==> config.mk <==
export PLATFORM = sky130hd
export DESIGN_NAME = batched_block_matrix_multiply
export DESIGN_NICKNAME = d
export VERILOG_FILES = /design/src/rtl/core/bbmm_pkg.sv /design/src/rtl/core/bbmm_ram.sv /design/src/rtl/core/bbmm_mac.sv /design/src/rtl/core/batched_block_matrix_multiply.sv
export SDC_FILE = /design/constraint.sdc
export NUM_CORES = 2
export LEC_CHECK = 0
export ABC_AREA = 0
export BUFFER_PORTS_ARGS = -buffer_cell sky130_fd_sc_hd__buf_2
export CAP_MARGIN = 20
export CELL_PAD_IN_SITES_DETAIL_PLACEMENT = 1
export CELL_PAD_IN_SITES_GLOBAL_PLACEMENT = 2
export CORE_MARGIN = 1
export CORE_UTILIZATION = 45
export DETAILED_ROUTE_END_ITERATION = 16
export PLACE_DENSITY = 0.83
export SLEW_MARGIN = 20
export SYNTH_ARGS = -nofsm -noshare
export SYNTH_HDL_FRONTEND = slang
export SYNTH_SLANG_ARGS = --single-unit
==> constraint.sdc <==
create_clock -name clk -period 7.4 [get_ports clk]
set_input_delay 1.11 -clock clk [delete_from_list [all_inputs] [get_ports clk]]
set_output_delay 1.11 -clock clk [all_outputs]
set_load 0.02 [all_outputs]
==> src/rtl/core/bbmm_pkg.sv <==
// Shared constants and types of the batched block matrix multiplier.
`default_nettype none

package bbmm_pkg;

  // Batch geometry
  localparam int TILE_ROWS   = 4;
  localparam int TILE_COLS   = 4;
  localparam int INNER_LEN   = 8;
  localparam int PIPE_COUNT  = 2;
  localparam int DEPTH_COUNT = 2;

  localparam int TILE_PAIRS  = DEPTH_COUNT * PIPE_COUNT;
  localparam int A_TILE_SIZE = TILE_ROWS * INNER_LEN;
  localparam int B_TILE_SIZE = INNER_LEN * TILE_COLS;
  localparam int T_TILE_SIZE = TILE_ROWS * TILE_COLS;
  localparam int A_SIZE      = TILE_PAIRS * A_TILE_SIZE;
  localparam int B_SIZE      = TILE_PAIRS * B_TILE_SIZE;

  localparam int A_AW = (A_SIZE > 1) ? $clog2(A_SIZE) : 1;
  localparam int B_AW = (B_SIZE > 1) ? $clog2(B_SIZE) : 1;

  // Sequencer counter widths
  localparam int KW = (INNER_LEN > 1) ? $clog2(INNER_LEN) : 1;
  localparam int RW = (TILE_ROWS > 1) ? $clog2(TILE_ROWS) : 1;
  localparam int CW = (TILE_COLS > 1) ? $clog2(TILE_COLS) : 1;
  localparam int PW = (TILE_PAIRS > 1) ? $clog2(TILE_PAIRS) : 1;

  // Field widths
  localparam int REQ_W   = 2;
  localparam int IDX_W   = 7;
  localparam int VAL_W   = 16;
  localparam int PROD_W  = 32;
  localparam int SUM_W   = 40;
  localparam int OIDX_W  = 6;

  localparam int IN_TDATA_W  = 24;  // index + value, padded to bytes
  localparam int OUT_TDATA_W = 48;  // product + out_index, padded to bytes

  // Request codes
  localparam logic [REQ_W-1:0] REQ_LOAD_A = 2'd0;
  localparam logic [REQ_W-1:0] REQ_LOAD_B = 2'd1;
  localparam logic [REQ_W-1:0] REQ_START  = 2'd2;
  localparam logic [REQ_W-1:0] REQ_UNUSED = 2'd3;

  // Tag that rides along with each operand pair through the MAC
  typedef struct packed {
    logic              first_k;
    logic              last_k;
    logic              last_elem;
    logic [OIDX_W-1:0] oidx;
  } tag_t;

endpackage

`default_nettype wire

==> src/rtl/core/bbmm_ram.sv <==
// Generic single-write, single-read RAM with registered read data.
`default_nettype none

module bbmm_ram #(
  parameter int WIDTH = 16,
  parameter int DEPTH = 128
) (
  input  wire logic                                       clk,
  input  wire logic                                       we,
  input  wire logic [((DEPTH > 1) ? $clog2(DEPTH) : 1)-1:0] waddr,
  input  wire logic [WIDTH-1:0]                           wdata,
  input  wire logic                                       re,
  input  wire logic [((DEPTH > 1) ? $clog2(DEPTH) : 1)-1:0] raddr,
  output logic      [WIDTH-1:0]                           rdata
);

  logic [WIDTH-1:0] mem_r [DEPTH];
  logic [WIDTH-1:0] rdata_r;

  always_ff @(posedge clk) begin
    if (we) begin
      mem_r[waddr] <= wdata;
    end
    if (re) begin
      rdata_r <= mem_r[raddr];
    end
  end

  assign rdata = rdata_r;

endmodule

`default_nettype wire

==> src/rtl/core/bbmm_mac.sv <==
// Shared multiply-accumulate unit: registered 16x16 product, 40-bit accumulator.
`default_nettype none

module bbmm_mac (
  input  wire logic                                 clk,
  input  wire logic                                 rst_n,
  input  wire logic                                 en,
  input  wire logic                                 op_valid,
  input  wire logic signed [bbmm_pkg::VAL_W-1:0]    op_a,
  input  wire logic signed [bbmm_pkg::VAL_W-1:0]    op_b,
  input  wire bbmm_pkg::tag_t                       op_tag,
  output logic                                      busy,
  output logic                                      res_valid,
  output logic signed [bbmm_pkg::SUM_W-1:0]         res_sum,
  output bbmm_pkg::tag_t                            res_tag
);

  import bbmm_pkg::*;

  logic signed [PROD_W-1:0] prod_r;
  logic                     prod_v_r;
  tag_t                     tag_r;
  logic signed [SUM_W-1:0]  acc_r;
  logic signed [SUM_W-1:0]  acc_base;

  always_ff @(posedge clk) begin
    if (!rst_n) begin
      prod_v_r <= 1'b0;
    end else if (en) begin
      prod_v_r <= op_valid;
    end
  end

  always_ff @(posedge clk) begin
    if (en) begin
      prod_r <= op_a * op_b;
      tag_r  <= op_tag;
    end
    if (en && prod_v_r) begin
      acc_r <= res_sum;
    end
  end

  // Restart the running sum on the first inner step of each element
  assign acc_base  = tag_r.first_k ? '0 : acc_r;
  assign res_sum   = acc_base + SUM_W'(prod_r);
  assign res_valid = prod_v_r && tag_r.last_k;
  assign res_tag   = tag_r;
  assign busy      = prod_v_r;

endmodule

`default_nettype wire

==> src/rtl/core/batched_block_matrix_multiply.sv <==
// Top level of the batched block matrix multiplier: sequencer, tile stores, output register.
//
// Input channel (in_*): one beat per request. in_tuser carries the request kind:
// load A element, load B element, or start. A load beat writes its Q8.8 value into
// the A or B tile store at the flat index; loads are taken one per cycle while idle and give
// no result. Loads whose index lies beyond the batch and the unused kind are dropped.
// A start beat multiplies every tile pair and streams out one beat per product
// element, in flat order (depth, pipe, row, column), with out_tlast on the final one.
// Throughput: one shared MAC does one inner step per cycle unless the receiver stalls, so a
// start beat keeps the block busy through every inner step of every product element, then
// through the read, multiply and drain; in_tready is low for that whole run.
// When the receiver stalls with a result held in the output register, the whole
// read/multiply/accumulate pipe freezes until the beat is taken; nothing is lost.
// Reset (synchronous, active low) returns the sequencer to idle and clears all valid
// flags. Tile store contents are not cleared; read only entries that were loaded.
`default_nettype none

module batched_block_matrix_multiply (
  input  wire logic                                clk,
  input  wire logic                                rst_n,
  // Request channel
  input  wire logic                                in_tvalid,
  output logic                                     in_tready,
  input  wire logic [bbmm_pkg::IN_TDATA_W-1:0]     in_tdata,   // [6:0] index, [22:7] value
  input  wire logic [bbmm_pkg::REQ_W-1:0]          in_tuser,   // [1:0] req_type
  // Result channel
  output logic                                     out_tvalid,
  input  wire logic                                out_tready,
  output logic [bbmm_pkg::OUT_TDATA_W-1:0]         out_tdata,  // [39:0] product, [45:40] out_index
  output logic                                     out_tlast
);

  import bbmm_pkg::*;

  localparam logic [1:0] ST_IDLE  = 2'd0;
  localparam logic [1:0] ST_RUN   = 2'd1;
  localparam logic [1:0] ST_DRAIN = 2'd2;

  // ------------------------------------------------------------------
  // Request decode
  // ------------------------------------------------------------------
  logic              in_fire;
  logic [IDX_W-1:0]  req_idx;
  logic [VAL_W-1:0]  req_val;
  logic              a_we;
  logic              b_we;
  logic              start;

  assign in_fire = in_tvalid && in_tready;
  assign req_idx = in_tdata[IDX_W-1:0];
  assign req_val = in_tdata[IDX_W +: VAL_W];

  always_comb begin
    a_we  = 1'b0;
    b_we  = 1'b0;
    start = 1'b0;
    unique case (in_tuser)
      REQ_LOAD_A: a_we  = in_fire && (32'(req_idx) < A_SIZE);
      REQ_LOAD_B: b_we  = in_fire && (32'(req_idx) < B_SIZE);
      REQ_START:  start = in_fire;
      default:    start = 1'b0;  // unused kind: drop
    endcase
  end

  // ------------------------------------------------------------------
  // Sequencer: walks pair, row, column, inner step
  // ------------------------------------------------------------------
  logic [1:0]    state_r, state_nxt;
  logic [KW-1:0] k_r, k_nxt;
  logic [CW-1:0] j_r, j_nxt;
  logic [RW-1:0] i_r, i_nxt;
  logic [PW-1:0] p_r, p_nxt;
  logic          adv;
  logic          issue;
  logic          k_end, j_end, i_end, p_end;
  logic          v1_r;
  tag_t          issue_tag;
  tag_t          tag1_r;
  logic          mac_busy;

  // Freeze the pipe while a result waits in the output register
  assign adv   = !out_tvalid || out_tready;
  assign issue = (state_r == ST_RUN) && adv;

  assign k_end = (k_r == KW'(INNER_LEN - 1));
  assign j_end = (j_r == CW'(TILE_COLS - 1));
  assign i_end = (i_r == RW'(TILE_ROWS - 1));
  assign p_end = (p_r == PW'(TILE_PAIRS - 1));

  always_comb begin
    state_nxt = state_r;
    k_nxt     = k_r;
    j_nxt     = j_r;
    i_nxt     = i_r;
    p_nxt     = p_r;
    unique case (state_r)
      ST_IDLE: begin
        if (start) begin
          state_nxt = ST_RUN;
        end
      end
      ST_RUN: begin
        if (adv) begin
          k_nxt = k_end ? '0 : k_r + 1'b1;
          if (k_end) begin
            j_nxt = j_end ? '0 : j_r + 1'b1;
            if (j_end) begin
              i_nxt = i_end ? '0 : i_r + 1'b1;
              if (i_end) begin
                p_nxt = p_end ? '0 : p_r + 1'b1;
                if (p_end) begin
                  state_nxt = ST_DRAIN;
                end
              end
            end
          end
        end
      end
      ST_DRAIN: begin
        // Wait until the last operand pair has left the MAC
        if (!v1_r && !mac_busy) begin
          state_nxt = ST_IDLE;
        end
      end
      default: state_nxt = ST_IDLE;
    endcase
  end

  always_ff @(posedge clk) begin
    if (!rst_n) begin
      state_r <= ST_IDLE;
      k_r     <= '0;
      j_r     <= '0;
      i_r     <= '0;
      p_r     <= '0;
    end else begin
      state_r <= state_nxt;
      k_r     <= k_nxt;
      j_r     <= j_nxt;
      i_r     <= i_nxt;
      p_r     <= p_nxt;
    end
  end

  assign in_tready = (state_r == ST_IDLE);

  // ------------------------------------------------------------------
  // Tile stores and operand fetch
  // ------------------------------------------------------------------
  logic [A_AW-1:0]  a_raddr;
  logic [B_AW-1:0]  b_raddr;
  logic [VAL_W-1:0] a_rdata;
  logic [VAL_W-1:0] b_rdata;

  assign a_raddr = A_AW'(p_r * A_TILE_SIZE + i_r * INNER_LEN + k_r);
  assign b_raddr = B_AW'(p_r * B_TILE_SIZE + k_r * TILE_COLS + j_r);

  assign issue_tag.first_k   = (k_r == '0);
  assign issue_tag.last_k    = k_end;
  assign issue_tag.last_elem = p_end && i_end && j_end;
  assign issue_tag.oidx      = OIDX_W'(p_r * T_TILE_SIZE + i_r * TILE_COLS + j_r);

  bbmm_ram #(.WIDTH(VAL_W), .DEPTH(A_SIZE)) u_a_ram (
    .clk   (clk),
    .we    (a_we),
    .waddr (A_AW'(req_idx)),
    .wdata (req_val),
    .re    (adv),
    .raddr (a_raddr),
    .rdata (a_rdata)
  );

  bbmm_ram #(.WIDTH(VAL_W), .DEPTH(B_SIZE)) u_b_ram (
    .clk   (clk),
    .we    (b_we),
    .waddr (B_AW'(req_idx)),
    .wdata (req_val),
    .re    (adv),
    .raddr (b_raddr),
    .rdata (b_rdata)
  );

  // Tag travels alongside the registered read data
  always_ff @(posedge clk) begin
    if (!rst_n) begin
      v1_r <= 1'b0;
    end else if (adv) begin
      v1_r <= issue;
    end
  end

  always_ff @(posedge clk) begin
    if (adv) begin
      tag1_r <= issue_tag;
    end
  end

  // ------------------------------------------------------------------
  // Shared MAC
  // ------------------------------------------------------------------
  logic                    res_valid;
  logic signed [SUM_W-1:0] res_sum;
  tag_t                    res_tag;

  bbmm_mac u_mac (
    .clk       (clk),
    .rst_n     (rst_n),
    .en        (adv),
    .op_valid  (v1_r),
    .op_a      (a_rdata),
    .op_b      (b_rdata),
    .op_tag    (tag1_r),
    .busy      (mac_busy),
    .res_valid (res_valid),
    .res_sum   (res_sum),
    .res_tag   (res_tag)
  );

  // ------------------------------------------------------------------
  // Output register
  // ------------------------------------------------------------------
  logic              out_valid_r, out_valid_nxt;
  logic [SUM_W-1:0]  out_sum_r;
  logic [OIDX_W-1:0] out_idx_r;
  logic              out_last_r;

  assign out_valid_nxt = adv ? res_valid : out_valid_r;

  always_ff @(posedge clk) begin
    if (!rst_n) begin
      out_valid_r <= 1'b0;
    end else begin
      out_valid_r <= out_valid_nxt;
    end
  end

  always_ff @(posedge clk) begin
    if (adv && res_valid) begin
      out_sum_r  <= res_sum;
      out_idx_r  <= res_tag.oidx;
      out_last_r <= res_tag.last_elem;
    end
  end

  assign out_tvalid = out_valid_r;
  assign out_tdata  = {{(OUT_TDATA_W - SUM_W - OIDX_W){1'b0}}, out_idx_r, out_sum_r};
  assign out_tlast  = out_last_r;

  // ------------------------------------------------------------------
  // Assertions
  // ------------------------------------------------------------------
  // Never take a request while operands are still in flight
  a_idle_empty: assert property (@(posedge clk) disable iff (!rst_n)
    in_tready |-> (!v1_r && !mac_busy))
    else $error("request accepted with MAC pipe not empty");

  // Hold the inner-step counter while the receiver stalls
  a_stall_hold: assert property (@(posedge clk) disable iff (!rst_n)
    (state_r == ST_RUN && !adv) |=> $stable(k_r))
    else $error("sequencer advanced during output stall");

  // Operands only enter the pipe from the run state
  a_issue_src: assert property (@(posedge clk) disable iff (!rst_n)
    $rose(v1_r) |-> $past(state_r == ST_RUN))
    else $error("operand fetch outside run state");

  // The pipe is empty while the final result of a run waits to leave
  a_last_done: assert property (@(posedge clk) disable iff (!rst_n)
    (out_tvalid && out_tlast) |-> (!v1_r && !mac_busy))
    else $error("last result while operands still in flight");

endmodule

`default_nettype wire
# Yosys cells after proc, flatten, opt, wreduce, memory -nomap -nowiden

Memory sizes are Yosys's and may differ from the RTL's. A register that Yosys moved wholly into a read port is not among the register bits.
Cells that the tools add are included.

$add $sub $neg: 11
Mux-type cells: 20
Reduce and logical (&&, ||, !) cells: 20
Equal/unequal tests: 15
$mul: 1

Operators with widths:

| cell                                                             | count |
|---|---|
| 40-bit by 32-bit adder with 40-bit output                        | 1 |
| 40-bit two-way mux                                               | 1 |
| 16-bit by 16-bit multiplier with 32-bit output                   | 1 |
| 2-bit two-way mux                                                | 10 |
| 7-bit by 5-bit adder with 7-bit output                           | 2 |
| 2-bit inequality test (second input constant)                    | 6 |
| 2-bit == test (second input constant)                            | 5 |
| 1-bit logical AND                                                | 8 |
| 7-bit by 2-bit adder with 7-bit output                           | 1 |
| 7-bit by 3-bit adder with 7-bit output                           | 1 |
| 1-bit two-way mux                                                | 7 |
| 7-bit AND reduction                                              | 1 |
| 2-bit by 1-bit adder with 2-bit output (second input constant)   | 3 |
| 6-bit by 2-bit adder with 6-bit output                           | 1 |
| 6-bit by 4-bit adder with 6-bit output                           | 1 |
| 2-bit one-hot mux with 3 select lines                            | 1 |
| 5-bit AND reduction                                              | 1 |
| 2-bit by 1-bit == test with 1-bit output (second input constant) | 2 |
| 2-bit zero test                                                  | 2 |
| 4-bit AND reduction                                              | 1 |
| 3-bit by 1-bit adder with 3-bit output (second input constant)   | 1 |
| 3-bit == test (second input constant)                            | 1 |
| 1-bit zero test                                                  | 3 |
| 3-bit zero test                                                  | 1 |
| 5 further kinds                                                  | 5 |

Memory bits (writable): 4096
Register bits after elaboration: 151
Memories: 2
Input bits: 30

Memory list:

| name          | depth | width | read ports | clocked after memory_dff | write ports | RTL line       | RTL |
|---|---|---|---|---|---|---|---|
| u_a_ram.mem_r | 128   | 16    | 1          | 1                        | 1           | bbmm_ram.sv:17 | `logic [WIDTH-1:0] mem_r [DEPTH];` |
| u_b_ram.mem_r | 128   | 16    | 1          | 1                        | 1           | bbmm_ram.sv:17 |  |

# Longest topological paths before layout

Depth in word-level cells: 7
Depth in mapped cells: 22
Mapped depth without buffers: 21

# Modules after synthesis

A second synthesis with hierarchy kept.

Cells, all modules: 7809
Area total of the unflattened synthesis: 174363.5 µm²

Modules (own cells, without submodules):

| module                        | cells each | area an instance (µm²) | seq. area each (µm²) | times used |
|---|---|---|---|---|
| bbmm_ram                      | 3086       | 78683.0                | 61979.4              | 2 |
| bbmm_mac                      | 1499       | 14591.5                | 2452.4               | 1 |
| batched_block_matrix_multiply | 138        | 2406.1                 | 1941.9               | 1 |

# Least setup slack after synthesis

No wires, ideal clock.

Kind: reg-to-reg
From: register u_a_ram.rdata_r[14], in the netlist u_a_ram.rdata[14] (read register of u_a_ram.mem_r)
To: register u_mac.prod_r[28] (data pin)
Clock period less this slack: 5.947 ns
Setup time: 0.258 ns
Stages on the path, launching flop included: 21
Data arrival time: 5.689 ns
Path slack: 1.453 ns
Required time: 7.142 ns
Cell sequence: edfxtp_1 -> clkbuf_1 -> and2_1 -> fa_1 -> inv_1 -> fa_1 -> fa_1 -> inv_1 -> fa_1 -> fa_1 -> inv_1 -> fa_1 -> inv_1 -> ha_1 -> or3_1 -> a2111oi_0 -> nor2_1 -> a32o_1 -> a31o_2 -> a31oi_1 -> xnor2_1

Word-level cells in the longest chain between the ends: 1

Ends and longest elaborated chain:

| element                                        | RTL line       | RTL |
|---|---|---|
| from (decl)                                    | bbmm_ram.sv:18 | `logic [WIDTH-1:0] rdata_r;` |
| 16-bit by 16-bit multiplier with 32-bit output | bbmm_mac.sv:36 | `prod_r <= op_a * op_b;` |
| to (signal assigned)                           | bbmm_mac.sv:36 |  |
| to (decl)                                      | bbmm_mac.sv:20 | `logic signed [PROD_W-1:0] prod_r;` |

No other way between the ends.
A chain may end at the register's enable or synchronous reset.

# Final worst setup path

From: register u_a_ram.rdata_r[7], in the netlist u_a_ram.rdata[7] (read register of u_a_ram.mem_r)
To: register u_mac.prod_r[31] (data pin)

Same word-level chain as after synthesis.

==> reports/metrics.csv <==
stage,metric,value,unit
status,status,finished clean,
pwr,peak supply drop,0.000413,V
clocking,TritonCTS buffer count,409,
finish,ratio of cells with drive above 1 in the final layout,0.281,
finish,Post-layout nets,8651,
worst_setup_path,"Req. time, crit path",8.07,ns
finish,post-route non-filler standard cell count,13800,
worst_setup_path,Reg2Reg Depth,21,
worst_setup_path,Reg2Reg Setup Slack,0.56,ns
synthesis,post-synthesis register bit count,4279,
sta,RSZ-0062 raised after global routing,no,
place,DP Area,183000,um2
detailed_routing,routed wire length,440000,um
finish,FF/Latch Area,128000,um2
floorplan,Die Y,624,um
floorplan,io pins,81,
worst_setup_path,Critical Path AT,7.51,ns
run,max_cap viols,0,
global_routing,initial antenna violation count,42,
detailed_routing,WL/cell,32.0,um
finish,Multi-input gate area,43200,um2
worst_setup_path,worst r2r src,u_a_ram.rdata[7],
place,pre-CTS WS,0.679,ns
place,dpl cells,13000,
finish,Final Util,0.508,
finish,# fillers,33700,
place,gp weighted congestion,0.834,
clocking,CTS Hold Bufs,0,
sta,max_slew headroom,0.0359,
synthesis,Ys Warns,0,
clocking,Clock Pin Slew Worst Setup and Hold Paths,0.06,ns
synthesis,average size of a mapped cell,22.4,um2
sta,Final Max Tran Viols,0,
place,PortBufs,77,
clocking,post_cts resized,0,
synthesis,"Seq/Total Area, Yosys",0.737,
sta,final setup fails,0,
sta,setup TNS,0,ns
worst_setup_path,Crit. Startpoint,u_a_ram.rdata[7],
global_routing,vias in the first global route,87400,
hold_path,Hold Crit Class,reg -> reg,
sta,final worst slack,0.564,ns
synthesis,Yosys cell types,63,
detailed_routing,Vias,83100,
worst_setup_path,CP Class,reg -> reg,
clocking,Clock Tree Root,clkbuf_16,
sta,slew of the pin with the lowest slew margin,1.45,ns
hold_path,worst hold start,tag1_r[3],
clocking,CTS tree,done,
floorplan,Initial Utilization,0.452,
worst_setup_path,crit path launch type,flop,
worst_setup_path,crit path to,u_mac.prod_r[31],
clocking,CTS H-tree depth,5,
global_routing,Total GRT Usage,0.225,
synthesis,ys async rst share,0,
synthesis,number of enable flip-flop cells after synthesis,4265,
detailed_routing,vias per cell,6.04,
floorplan,core area,385000,um2
clocking,"Clk Latency, worst-skew pair",1.03,ns
sta,"Period Utilization, post-route",0.924,
worst_setup_path,worst r2r dst,u_mac.prod_r[31],
finish,Final Instance Area,196000,um2
sta,fmax,0.146,GHz
worst_setup_path,critical path peak fanout,16,
pwr,total power,55.3,mW
sta,min Tclk post-route,6.84,ns
finish,area grow syn2layout,12.4,%
sta,Final Hold Fails,0,
global_routing,global-route wire length before repair,634000,um
global_routing,GRT Residual Overflow,0,
global_routing,pin count of the biggest net entering global routing,194,
sta,Layout Skew,0.104,ns
synthesis,Post-synth top flop,edfxtp_1,
worst_setup_path,Worst setup EP type,flop,
detailed_routing,Remaining DRCs,0,
clocking,Post-CTS Setup Inserts,0,
detailed_routing,Final ANT Viol Nets,0,
pwr,cell area power density,282,nW/um2
detailed_routing,Initial DRC Count,10100,
detailed_routing,first drt pass iteration count,5,
floorplan,row count,228,
clocking,Clock Sinks,4279,
synthesis,Post-Syn Area,174000,um2
floorplan,Die Wd,624,um
sta,Min Hold Slack,0.417,ns
clocking,clock buffer depth,4,
floorplan,die area,390000,um2
place,DP HPWL,259000,um
synthesis,Cells after Synth,7787,
pwr,Leakage,60.8,nW
-- kinds of logic (layout without fill, tap and decap cells) --
group | Yosys count | count (layout) | share of synthesized area
buf+inv | 692 | 1474 | 0.0159
flops | 4279 | 4279 | 0.737
fa+ha+maj | 390 | 390 | 0.0394
other cells | 1 | 16 | 0.0000215
mux | 1380 | 1380 | 0.176
compound gates | 202 | 202 | 0.00754
simple gates | 777 | 777 | 0.0208
xor+xnor | 66 | 66 | 0.00332
-- area by class of cell --
class	count	share of cell area
Multi-Input combinational cell	2817	0.221
Inverter	309	0.00594
Sequential cell	4279	0.656
Clock buffer	494	0.0543
Timing Repair Buffer	415	0.0179
Clock inverter	256	0.0124
Antenna cell	14	0.000179
Tap cell	5175	0.0331
-- worst max-delay path, cell delays in order (launching register included) --
cell	delay (ns)
edfxtp_1	0.92
nand2_1	0.18
fa_1	0.58
inv_1	0.05
fa_1	0.50
inv_1	0.06
fa_1	0.53
inv_1	0.06
fa_1	0.46
fa_1	0.50
inv_1	0.05
fa_1	0.48
inv_1	0.05
ha_1	0.35
a21oi_1	0.17
o21a_1	0.15
o21ai_0	0.09
a221oi_1	0.44
nor2_1	0.20
a2111o_1	0.42
a21oi_1	0.18
xnor2_1	0.08
-- synth_stat cells, drive strengths merged, types with 32 or more instances --
cell,count,area share
mux2,32,0.0021
and2,128,0.0046
o21ai,34,0.00098
nor2,303,0.0065
ha,127,0.0091
a21oi,64,0.0018
mux4,1344,0.17
inv,309,0.0067
clkbuf,250,0.0054
buf,133,0.0039
fa,263,0.030
xnor2,47,0.0024
nand2,178,0.0038
nor2b,58,0.0021
edfxtp,4265,0.74
-- worst min-delay path by stage --
| stage | cells past startpoint | slack, ns | end |
|---|---|---|---|
| finish | 0 | 0.42 | u_mac.res_tag[3] |
| global route | 0 | 0.43 | u_mac.res_tag[3] |
| CTS | 2 | 0.42 | j_r[1] |
| detailed placement | 0 | 0.41 | u_mac.res_tag[3] |
| global placement | 0 | 0.40 | u_mac.res_tag[8] |
| floorplan | 0 | 0.40 | out_idx_r[0] |
-- routing by layer --
layer	global-route usage	share of wire	routed length [um]	vias up
met5	0	0.00027	119	-
met4	0.0708	0.033	14700	18
met3	0.0365	0.088	38800	729
met2	0.368	0.49	216000	4429
met1	0.313	0.39	171000	45000
li1	-	-	-	33000
-- where the power goes --
group          switching [mW]  internal [mW]  leakage (nW)
Clock                    9.12           11.5          6.35
Sequential             0.0959           27.1          38.6
Combinational            4.43           3.02          15.8
Total                    13.6           41.6          60.8
-- placed cells by master, fill, tap and decap left out, drive strengths merged, types with 58 or more instances in the layout --
master  synthesis  final
clkinv          0    188
nand2         178    178
buf           133    399
clkbuf        250    510
and2          128    128
ha            127    127
a21oi          64     64
fa            263    263
nor2          303    303
edfxtp       4265   4265
mux4         1344   1344
inv           309    327
nor2b          58     58
-- sequential cells by signal, summed over array words and instances, names as in the netlist --
signal and flops:
out_tlast 1, u_mac.busy 1, tag1_r 9, u_a_ram.mem_r 2048
u_mac.prod_r 32, out_tvalid 1, out_idx_r 6, k_r 3
u_b_ram.mem_r 2048, state_r 2, u_a_ram.rdata 16, j_r 2
u_mac.acc_r 40, u_mac.res_tag 9, v1_r 1, p_r 2
out_sum_r 40, u_b_ram.rdata 16, i_r 2
Power figures use the tool's default switching activity.
